===== config.mk =====
export PLATFORM = sky130hd
export DESIGN_NAME = lru_key_value_cache
export DESIGN_NICKNAME = d
export VERILOG_FILES = /design/src/design/lkvc_pkg.sv /design/src/design/lkvc_store.sv /design/src/design/lkvc_recency.sv /design/src/design/lru_key_value_cache.sv
export SDC_FILE = /design/constraint.sdc
export NUM_CORES = 2
export LEC_CHECK = 0
export BUFFER_PORTS_ARGS = -buffer_cell sky130_fd_sc_hd__buf_2
export CORE_AREA = 5 5 479 481
export CTS_CLUSTER_DIAMETER = 120
export DETAILED_ROUTE_END_ITERATION = 10
export DIE_AREA = 0 0 484 486
export PLACE_DENSITY = 0.44
export SKIP_CTS_REPAIR_TIMING = 1
export SYNTH_ARGS = -nofsm -noshare
export SYNTH_HDL_FRONTEND = slang
export SYNTH_SLANG_ARGS = --single-unit

===== constraint.sdc =====
create_clock -name clk -period 10.75 [get_ports clk]
set_clock_uncertainty 0.2 [all_clocks]
set_input_delay 1.6125 -clock clk [delete_from_list [all_inputs] [get_ports clk]]
set_output_delay 1.6125 -clock clk [all_outputs]
set_load 0.05 [all_outputs]

===== src/design/lkvc_pkg.sv =====
// ----------------------------------------------------------------------------
// lkvc_pkg
// Shared sizes, payload structs and inter-module control words for the
// LRU key-value cache.
// ----------------------------------------------------------------------------
package lkvc_pkg;

  localparam int MAX_ENTRIES = 16;
  localparam int KEY_BITS    = 32;
  localparam int VALUE_BITS  = 32;

  localparam int IDX_W = (MAX_ENTRIES > 1) ? $clog2(MAX_ENTRIES) : 1;
  localparam int CNT_W = $clog2(MAX_ENTRIES + 1);

  // capacity register
  localparam int              CAP_W     = 5;
  localparam logic [CAP_W-1:0] CAP_RESET = 5'd16;

  // request type codes
  localparam logic REQ_GET = 1'b0;
  localparam logic REQ_PUT = 1'b1;

  typedef struct packed {
    logic                  req_type;
    logic [KEY_BITS-1:0]   lookup_key;
    logic [VALUE_BITS-1:0] write_value;
  } req_t;

  typedef struct packed {
    logic                  found;
    logic [VALUE_BITS-1:0] read_value;
  } rsp_t;

  // write side of the key/value memories
  typedef struct packed {
    logic                  key_we;
    logic                  val_we;
    logic [IDX_W-1:0]      addr;
    logic [KEY_BITS-1:0]   key_data;
    logic [VALUE_BITS-1:0] val_data;
  } store_wr_t;

  // recency tracker commands; evict uses the tracker's own victim
  typedef struct packed {
    logic             touch;
    logic             evict;
    logic             insert;
    logic [IDX_W-1:0] slot;
  } rec_cmd_t;

endpackage


===== src/design/lkvc_store.sv =====
// ----------------------------------------------------------------------------
// lkvc_store
// Key and value memories: one write port, one registered read port.
// ----------------------------------------------------------------------------
module lkvc_store
  import lkvc_pkg::*;
(
  input  logic                  clk,
  input  logic                  rst,
  input  store_wr_t             wr,
  input  logic                  rd_en,
  input  logic [IDX_W-1:0]      rd_addr,
  output logic [KEY_BITS-1:0]   key_rd,
  output logic [VALUE_BITS-1:0] val_rd
);

  logic [KEY_BITS-1:0]   key_mem [MAX_ENTRIES];
  logic [VALUE_BITS-1:0] val_mem [MAX_ENTRIES];

  always_ff @(posedge clk) begin
    if (wr.key_we) begin
      key_mem[wr.addr] <= wr.key_data;
    end
    if (wr.val_we) begin
      val_mem[wr.addr] <= wr.val_data;
    end
    if (rd_en) begin
      key_rd <= key_mem[rd_addr];
      val_rd <= val_mem[rd_addr];
    end
  end

  // scan and write-back phases never overlap
  a_no_rw_overlap: assert property (@(posedge clk) disable iff (rst)
    (wr.key_we || wr.val_we) |-> !rd_en)
    else $error("store written during scan");

endmodule


===== src/design/lkvc_recency.sv =====
// ----------------------------------------------------------------------------
// lkvc_recency
// Valid bits, per-entry recency ranks (0 = most recent) and entry count.
// Picks the eviction victim and the lowest free slot.
// ----------------------------------------------------------------------------
module lkvc_recency
  import lkvc_pkg::*;
(
  input  logic                   clk,
  input  logic                   rst,
  input  rec_cmd_t               cmd,
  output logic [MAX_ENTRIES-1:0] valid,
  output logic [CNT_W-1:0]       count,
  output logic [IDX_W-1:0]       free_slot
);

  logic [IDX_W-1:0] rank [MAX_ENTRIES];
  logic [IDX_W-1:0] victim;
  logic [IDX_W-1:0] last_rank;
  logic [IDX_W-1:0] touch_rank;

  assign last_rank  = IDX_W'(count - CNT_W'(1));
  assign touch_rank = rank[cmd.slot];

  // lowest index wins
  always_comb begin
    victim    = '0;
    free_slot = '0;
    for (int i = MAX_ENTRIES - 1; i >= 0; i--) begin
      if (valid[i] && rank[i] == last_rank) begin
        victim = IDX_W'(i);
      end
      if (!valid[i]) begin
        free_slot = IDX_W'(i);
      end
    end
  end

  always_ff @(posedge clk) begin
    if (rst) begin
      valid <= '0;
      count <= '0;
      for (int i = 0; i < MAX_ENTRIES; i++) begin
        rank[i] <= '0;
      end
    end else if (cmd.touch) begin
      for (int i = 0; i < MAX_ENTRIES; i++) begin
        if (valid[i] && rank[i] < touch_rank) begin
          rank[i] <= rank[i] + 1'b1;
        end
      end
      rank[cmd.slot] <= '0;
    end else if (cmd.evict) begin
      valid[victim] <= 1'b0;
      rank[victim]  <= '0;
      count         <= count - 1'b1;
    end else if (cmd.insert) begin
      for (int i = 0; i < MAX_ENTRIES; i++) begin
        if (valid[i]) begin
          rank[i] <= rank[i] + 1'b1;
        end
      end
      valid[cmd.slot] <= 1'b1;
      rank[cmd.slot]  <= '0;
      count           <= count + 1'b1;
    end
  end

  a_count_matches: assert property (@(posedge clk) disable iff (rst)
    CNT_W'($countones(valid)) == count)
    else $error("entry count out of step with valid bits");

  a_insert_free: assert property (@(posedge clk) disable iff (rst)
    cmd.insert |-> !valid[cmd.slot])
    else $error("insert into occupied slot");

  a_touch_valid: assert property (@(posedge clk) disable iff (rst)
    cmd.touch |-> valid[cmd.slot])
    else $error("touch of empty slot");

endmodule


===== src/design/lru_key_value_cache.sv =====
// ----------------------------------------------------------------------------
// lru_key_value_cache
// Sequence: accept, scan every entry, decide; a put of a new key then
//   inserts it, evicting the least recent entry first when full.
// Scan: one entry per cycle through the single read port of the key memory;
//   a new request is taken only once the last one is through (ready in idle).
// Reset: clears control, valid bits, ranks and count; capacity goes to 16.
//   Key and value memories are not cleared.
// ----------------------------------------------------------------------------
module lru_key_value_cache
  import lkvc_pkg::*;
(
  input  logic             clk,
  input  logic             rst,
  input  logic             req_valid,
  output logic             req_ready,
  input  req_t             req,
  output logic             rsp_valid,
  input  logic             rsp_ready,
  output rsp_t             rsp,
  input  logic             cfg_we,
  input  logic [CAP_W-1:0] cfg_data
);

  // one-hot request sequencer
  typedef enum logic [5:0] {
    S_IDLE   = 6'b000001,
    S_SCAN   = 6'b000010,
    S_DECIDE = 6'b000100,
    S_EVICT  = 6'b001000,
    S_INSERT = 6'b010000,
    S_DONE   = 6'b100000
  } state_t;

  state_t state, state_next;

  logic [CAP_W-1:0]      cap;
  req_t                  req_q;
  rsp_t                  res;

  // scan pipeline: address issued, compare in the following cycle on memory data
  logic [IDX_W-1:0]      scan_addr;
  logic                  cmp_en;
  logic [IDX_W-1:0]      cmp_addr;
  logic                  hit_q;
  logic [IDX_W-1:0]      hit_slot;
  logic [VALUE_BITS-1:0] hit_value;

  logic [KEY_BITS-1:0]   key_rd;
  logic [VALUE_BITS-1:0] val_rd;
  logic                  match;
  logic                  hit_any;
  logic [IDX_W-1:0]      slot_any;
  logic [VALUE_BITS-1:0] value_any;

  logic [MAX_ENTRIES-1:0] valid;
  logic [CNT_W-1:0]       count;
  logic [IDX_W-1:0]       free_slot;
  logic [CNT_W-1:0]       cap_eff;
  logic                   full;
  logic                   is_put;

  store_wr_t wr;
  rec_cmd_t  rcmd;

  assign req_ready = (state == S_IDLE);
  assign is_put    = (req_q.req_type == REQ_PUT);

  // keys are unique among held entries, so at most one match per scan
  assign match = cmp_en && valid[cmp_addr] && (key_rd == req_q.lookup_key);

  // last entry's compare lands in the decide cycle: fold it in directly
  assign hit_any   = hit_q || match;
  assign slot_any  = match ? cmp_addr : hit_slot;
  assign value_any = match ? val_rd : hit_value;

  // capacity beyond the store size behaves as the store size
  assign cap_eff = ({{(32-CAP_W){1'b0}}, cap} > 32'(MAX_ENTRIES)) ?
                   CNT_W'(MAX_ENTRIES) : CNT_W'(cap);
  assign full    = (count >= cap_eff);

  // --- control ---------------------------------------------------------------
  always_comb begin
    state_next = state;
    wr         = '0;
    rcmd       = '0;
    case (state)
      S_IDLE: begin
        if (req_valid) begin
          state_next = S_SCAN;
        end
      end
      S_SCAN: begin
        if (scan_addr == IDX_W'(MAX_ENTRIES - 1)) begin
          state_next = S_DECIDE;
        end
      end
      S_DECIDE: begin
        rcmd.touch    = hit_any;
        rcmd.slot     = slot_any;
        wr.val_we     = is_put && hit_any;
        wr.addr       = slot_any;
        wr.val_data   = req_q.write_value;
        if (!is_put || hit_any) begin
          state_next = S_DONE;
        end else if (full) begin
          // capacity zero with nothing held: the new pair is dropped
          state_next = (count == '0) ? S_DONE : S_EVICT;
        end else begin
          state_next = S_INSERT;
        end
      end
      S_EVICT: begin
        rcmd.evict = 1'b1;
        state_next = S_INSERT;
      end
      S_INSERT: begin
        rcmd.insert = 1'b1;
        rcmd.slot   = free_slot;
        wr.key_we   = 1'b1;
        wr.val_we   = 1'b1;
        wr.addr     = free_slot;
        wr.key_data = req_q.lookup_key;
        wr.val_data = req_q.write_value;
        state_next  = S_DONE;
      end
      S_DONE: begin
        if (!rsp_valid || rsp_ready) begin
          state_next = S_IDLE;
        end
      end
      default: begin
        state_next = S_IDLE;
      end
    endcase
  end

  always_ff @(posedge clk) begin
    if (rst) begin
      state     <= S_IDLE;
      cap       <= CAP_RESET;
      cmp_en    <= 1'b0;
      hit_q     <= 1'b0;
      rsp_valid <= 1'b0;
    end else begin
      state  <= state_next;
      cmp_en <= (state == S_SCAN);
      if (cfg_we) begin
        cap <= cfg_data;
      end
      if (state == S_IDLE) begin
        hit_q <= 1'b0;
      end else if (match) begin
        hit_q <= 1'b1;
      end
      // response register frees the sequencer from the output side
      if (state == S_DONE && (!rsp_valid || rsp_ready)) begin
        rsp_valid <= 1'b1;
      end else if (rsp_ready) begin
        rsp_valid <= 1'b0;
      end
    end
  end

  // payload registers
  always_ff @(posedge clk) begin
    cmp_addr <= scan_addr;
    if (state == S_IDLE) begin
      req_q     <= req;
      scan_addr <= '0;
    end else if (state == S_SCAN) begin
      scan_addr <= scan_addr + 1'b1;
    end
    if (match) begin
      hit_slot  <= cmp_addr;
      hit_value <= val_rd;
    end
    if (state == S_DECIDE) begin
      res.found      <= hit_any;
      res.read_value <= (!is_put && hit_any) ? value_any : '0;
    end
    if (state == S_DONE && (!rsp_valid || rsp_ready)) begin
      rsp <= res;
    end
  end

  // --- datapath --------------------------------------------------------------
  lkvc_store u_store (
    .clk     (clk),
    .rst     (rst),
    .wr      (wr),
    .rd_en   (state == S_SCAN),
    .rd_addr (scan_addr),
    .key_rd  (key_rd),
    .val_rd  (val_rd)
  );

  lkvc_recency u_recency (
    .clk       (clk),
    .rst       (rst),
    .cmd       (rcmd),
    .valid     (valid),
    .count     (count),
    .free_slot (free_slot)
  );

  // eviction only ever follows a decide with something held
  a_evict_nonempty: assert property (@(posedge clk) disable iff (rst)
    (state == S_EVICT) |-> (count != '0 && $past(state) == S_DECIDE))
    else $error("eviction with empty store");

endmodule


# == Word-level counts from Yosys, hierarchy flattened ==
# Memory sizes are Yosys's and may differ from the RTL's. A register that Yosys moved wholly into a read port is not among the register bits.
# Index checks and enable logic that the tools add are counted.
# word_totals
wordCells,453
regBits,210
ramBits,1088
mem_count,3
output_inout_bits,35
# classes
eq_ne,27
reduce_logical,52
muxes,274
n_lt_le_gt_ge,23
n_bitwise,37
addsub,19
# mem_list
memory,words,width,read_ports,rd_clocked_by_memory_dff,wr,line_no,text
u_store.key_mem,16,32,1,1,1,lkvc_store.sv:17,logic [KEY_BITS-1:0] key_mem [MAX_ENTRIES];
u_store.val_mem,16,32,1,1,1,lkvc_store.sv:18,logic [VALUE_BITS-1:0] val_mem [MAX_ENTRIES];
u_recency.rank,16,4,17,0,17,lkvc_recency.sv:17,logic [IDX_W-1:0] rank [MAX_ENTRIES];
# ops
cell,n
4-bit 2-to-1 mux,68
1-bit 2-to-1 mux,186
32-bit 2-to-1 mux,3
"4-bit by 1-bit adder with 4-bit output, second input constant",17
4-bit == test,16
4-bit < comparator,16
1-bit logical AND,39
6-bit 2-to-1 mux,6
6-bit case mux with 6 select lines,1
1-bit bitwise OR,33
32-bit == test,1
16-bit 2-to-1 mux,2
16-bit bitwise AND,1
16-bit NOT,1
16-bit bitwise OR,1
"4-bit by 5-bit < comparator with 1-bit output, second input constant",3
5-bit 2-to-1 mux,3
5-bit case mux with 2 select lines,1
1-bit demux with 4-bit select,2
"4-bit by 1-bit greater-or-equal comparator with 1-bit output, second input constant",2
4-bit case mux with 2 select lines,1
"6-bit by 1-bit == test with 1-bit output, second input constant",1
"6-bit by 2-bit == test with 1-bit output, second input constant",1
"6-bit by 3-bit == test with 1-bit output, second input constant",1
19 further kinds,26

# == Longest topological paths before layout ==
# An unclocked memory read counts as a cell.
# logic_depth
word_depth,27
mapped_depth,25

# == Cells and area by module ==
# A second synthesis with hierarchy kept.
# hier_totals
hier_cells,3120
area_unflattened_um2,55209.2
# by_module_without_submodules
mod,cells_each,area_per_inst_um2,instances,seq_area_each_um2
lkvc_store,1672,40323.7,1,32671.3
lkvc_recency,865,7480.9,1,1701.6
lru_key_value_cache,583,7404.6,1,5094.9

# == Least setup slack after synthesis ==
# No wires, ideal clock.
# synth_path
path_type,reg2out
startpoint,register state[4]
endpoint,output port req_ready
setup_slack_ns,2.454
path_stages_with_launch,5
arrival_ns,6.484
cell_sequence,dfxtp_1 clkbuf_1 nor2_1 inv_1 nor3_1
# synth_between
elab_chain_cells,1
# synth_rtl
item,line_no,text
start: declaration,lru_key_value_cache.sv:35,"state_t state, state_next;"
start signal: assignment,lru_key_value_cache.sv:146,state <= state_next;
6-bit by 1-bit == test with 1-bit output,lru_key_value_cache.sv:66,assign req_ready = (state == S_IDLE);
end: declaration,lru_key_value_cache.sv:16,"output logic req_ready,"
# Every way passes these cells.

==> flow_summary.toml <==
[status]
outcome = "finished clean"

[finish]
fin_nets = 3471
final_core_util_pct = 29.1
drive_gt1_share_pct = 23.4
area_delta_synth_final_pct = 16.9
fin_area_um2 = 65200
layout.filler_cells = 22300

[synthesis]
yosys.area.top_type_share_pct = 65.6
yosys.area_share.xor_xnor_pct = 2.23
synthesis.yosys.warnings = 0
syn-num-nets = 3284
number_of_unique_standard_cell_types_used_by_synthesis = 85
synth.cells.most_frequent = "edfxtp_1, mux4_2, nand2_1"
yosys.cell_count.top_type = "edfxtp_1"
cell_count_after_synthesis = 3136
synthMuxAreaShare_pct = 13.9
largest_family_of_logic_cells_by_synthesized_area = "multiplexers"
synthesis.area_um2 = 55800
synth_area_in_simple_gates_pct = 6.61
synth.top_cells.by_area = "edfxtp_1, mux4_2, dfxtp_1, ha_1, nand2_1"
synth_compound_gate_area_share_pct = 3.54
synth_area_leader_cell = "edfxtp_1"
synth_enable_flop_cells = 1219
yosys.area_share.adder_pct = 1.64
synthesized_flop_and_latch_total = 1362
synth_top_flop_cell = "edfxtp_1"
postSynth.asyncResetShare_pct = 0
proportion_of_synthesized_chip_area_in_sequential_cells_pct = 70.8
syn_avg_cell_area_um2 = 17.8

[min_path]
min_delay_worst_endpoint = "rsp[5]"
holdPathStages = 0
min_from = "res[5]"
hp-class = "reg2reg"

[worst_setup_path]
critPathBufInv = 2
worstReg2RegStart = "req_q[60]"
worst-setup-path-type = "reg2reg"
critical_path.cell_chain = "xor2_1 -> nor4_1 -> nand4_1 -> nor4_2 -> and2_2 -> buf_4 -> mux2_2 -> nand2_1 -> o211ai_1 -> o21ai_1 -> buf_4 -> ha_1 -> a21oi_1 -> nor2b_1 -> or4b_1 -> a31oi_1 -> a21o_1 -> nand4_1 -> xor2_1 -> nor3_1"
critPathArrivalTime_ns = 6.91
r2r_cells = 20
cp_max_fo = 40
worstReg2RegEnd = "u_recency.rank[8][3]"
critical_path.max_stage_delay_ns = 0.52
worstSetupStartpointType = "flop"
critical_path.endpoint_type = "flop"
cpLargestDelayFamily = "simple AND/OR/NAND/NOR gates"
critical_path_required_ns = 11.26
crit_slowest_cell = "buf_4"
worst-r2r-setup-slack_ns = 4.35

[detailed_routing]
drtIter0Drc = 2369
ant_nets = 0
detail_route.wirelength_um = 159000
drt_drc_violations_left = 0
route.detailed.wl_per_inst_um = 24.7
detail_route.vias_per_cell = 4.59
dr_total_vias = 29500
drt-pass1-iter-count = 7

[floorplanning]
die_x_um = 484
core_area_um2 = 224000
die-height_um = 486
ios = 110
fp-row-count = 174
start_util_pct = 24.9
total_die_area_um2 = 235000

[global_routing]
grt_pass1_wl_um = 228000
maximum_number_of_pins_on_one_net_before_global_route_repair = 113
first_global_vias = 30400
global_route.overflow_total = 0
track_usage_pct = 13.2
grt_antenna_before_repair = 11

[clock_tree]
tritoncts.num_buffers = 152
clock_h_tree_levels = 4
clk_latency_worst_skew_pair_ns = 0.80
clkSlewWorstSetupHoldPaths_ns = 0.06
cts_root_buf = "clkbuf_16"
clockBufferDepth = 3
numClockSinks = 1362
cts_tree = "built"

[sta]
fin_crit_ns = 6.40
rsz_0062_raised_after_global_routing = "false"
final-setup-viol-count = 0
worst_slew_margin_rel_pct = 19.3
finalCritPeriodShare_pct = 59.6
fin_setup_tns_ns = 0
slew_limit_fails = 0
worstMarginPinSlew_ns = 1.20
timing.final.hold_violations = 0
clock.fmax_mhz = 156

[pwr]
switching_share_pct = 21.8
power.sequential.fraction_pct = 52.2
power.density_nw_per_um2 = 172
switching_power_mw = 2.44
part_of_the_total_power_dissipated_in_combinational_logic_pct = 2.6
vdd_drop_max_uv = 148
internal_power_mw = 8.74
clkPwrFrac_pct = 45.2
static-leakage-power_nw = 17.9

[place]
placedInstanceArea_um2 = 60300
dpl.hpwl_um = 87300
buffer_ports.inserted = 109
gp_congestion = 0.854

[job]
max_cap_viol_count = 0
## metal layers
metal / up-vias / part of all wire, % / GRT usage, %
li1: 13000 / - / -
met1: 15700 / 45 / 18.0
met2: 646 / 48 / 22.0
met3: 204 / 4.0 / 2.12
met4: 2 / 2.3 / 3.63
met5: - / 0.0082 / 0
## per-stage QoR
step	hold WS [ns]	setup slack, ns	cells	total power [mW]
2_1_floorplan	0.153	2.45	3136	6.12
3_3_place_gp	0.201	4.26	6161	6.24
3_5_place_dp	0.206	4.29	6161	6.24
4_1_cts	0.211	4.27	6434	11.4
5_1_grt	0.222	3.83	6435	11.6
6_report	0.219	4.35	6436	11.2
## power by group through the flow
| stage | clock (mW) | sequential, mW | combinational [mW] |
|---|---|---|---|
| floorplan | 0 | 5.91 | 0.205 |
| detailed placement | 0 | 5.95 | 0.292 |
| global route | 5.44 | 5.84 | 0.321 |
| global placement | 0 | 5.95 | 0.289 |
| finish | 5.06 | 5.84 | 0.285 |
| CTS | 5.23 | 5.84 | 0.293 |
## worst max path at each step
stage | from | end | cells past startpoint
after floorplan | state[4] | req_ready | 4
after detailed placement | req_q[54] | u_recency.rank[8][3] | 20
after global routing | req_q[60] | u_recency.rank[5][2] | 19
final | req_q[60] | u_recency.rank[8][3] | 20
after CTS | req_q[54] | u_recency.rank[8][3] | 20
after global placement | req_q[60] | u_recency.rank[8][3] | 20
## final cells by class
class,count,area [um^2],share of cell area [%]
antenna,2,5.00,0.00768
clock buffer,191,4010,6.16
clock inverter,82,843,1.29
inverter,34,130,0.200
multi-input combinational,1594,15900,24.3
sequential,1362,39500,60.6
tap,2992,3740,5.74
timing repair buffer,179,1110,1.70
## sequential cells by signal, summed over array words and instances, names as in the netlist, 5 cells and up
signal and cells:
u_recency.valid 16, u_store.val_mem 512, res 33, req_q 64, hit_value 32, u_recency.count 5
u_store.key_mem 512, u_store.key_rd 32, state 6, u_store.val_rd 32, cap 5, rsp 33
u_recency.rank 64
## kinds of logic (layout without fill, tap and decap cells)
family / count (synthesis) / in the layout
muxes: 370 / 370
and+or+nand+nor: 738 / 738
adders and majority gates: 73 / 73
other: 0 / 2
xor gates and xnor gates: 111 / 111
DFF: 1362 / 1362
buffers and inverters: 180 / 486
AOI/OAI and AO/OA: 302 / 302
## layout by cell type (no fill, tap or decap), drive strengths merged, types with 12 or more instances in the layout
cell | netlist | layout
a211oi | 30 | 30
a21o | 12 | 12
a21oi | 86 | 86
a31oi | 15 | 15
and2 | 74 | 74
and3 | 14 | 14
buf | 48 | 179
clkbuf | 98 | 191
clkinv | 1 | 66
dfxtp | 143 | 143
edfxtp | 1219 | 1219
ha | 73 | 73
inv | 33 | 39
mux2 | 14 | 14
mux2i | 33 | 33
mux4 | 323 | 323
nand2 | 240 | 240
nand2b | 22 | 22
nand3 | 67 | 67
nand4 | 37 | 37
nor2 | 132 | 132
nor2b | 20 | 20
nor3 | 40 | 40
nor4 | 23 | 23
o211ai | 19 | 19
o21ai | 62 | 62
o31ai | 13 | 13
or3 | 15 | 15
xnor2 | 28 | 28
xnor3 | 18 | 18
xor2 | 64 | 64
Note: power is estimated with default switching activity, not from simulation.
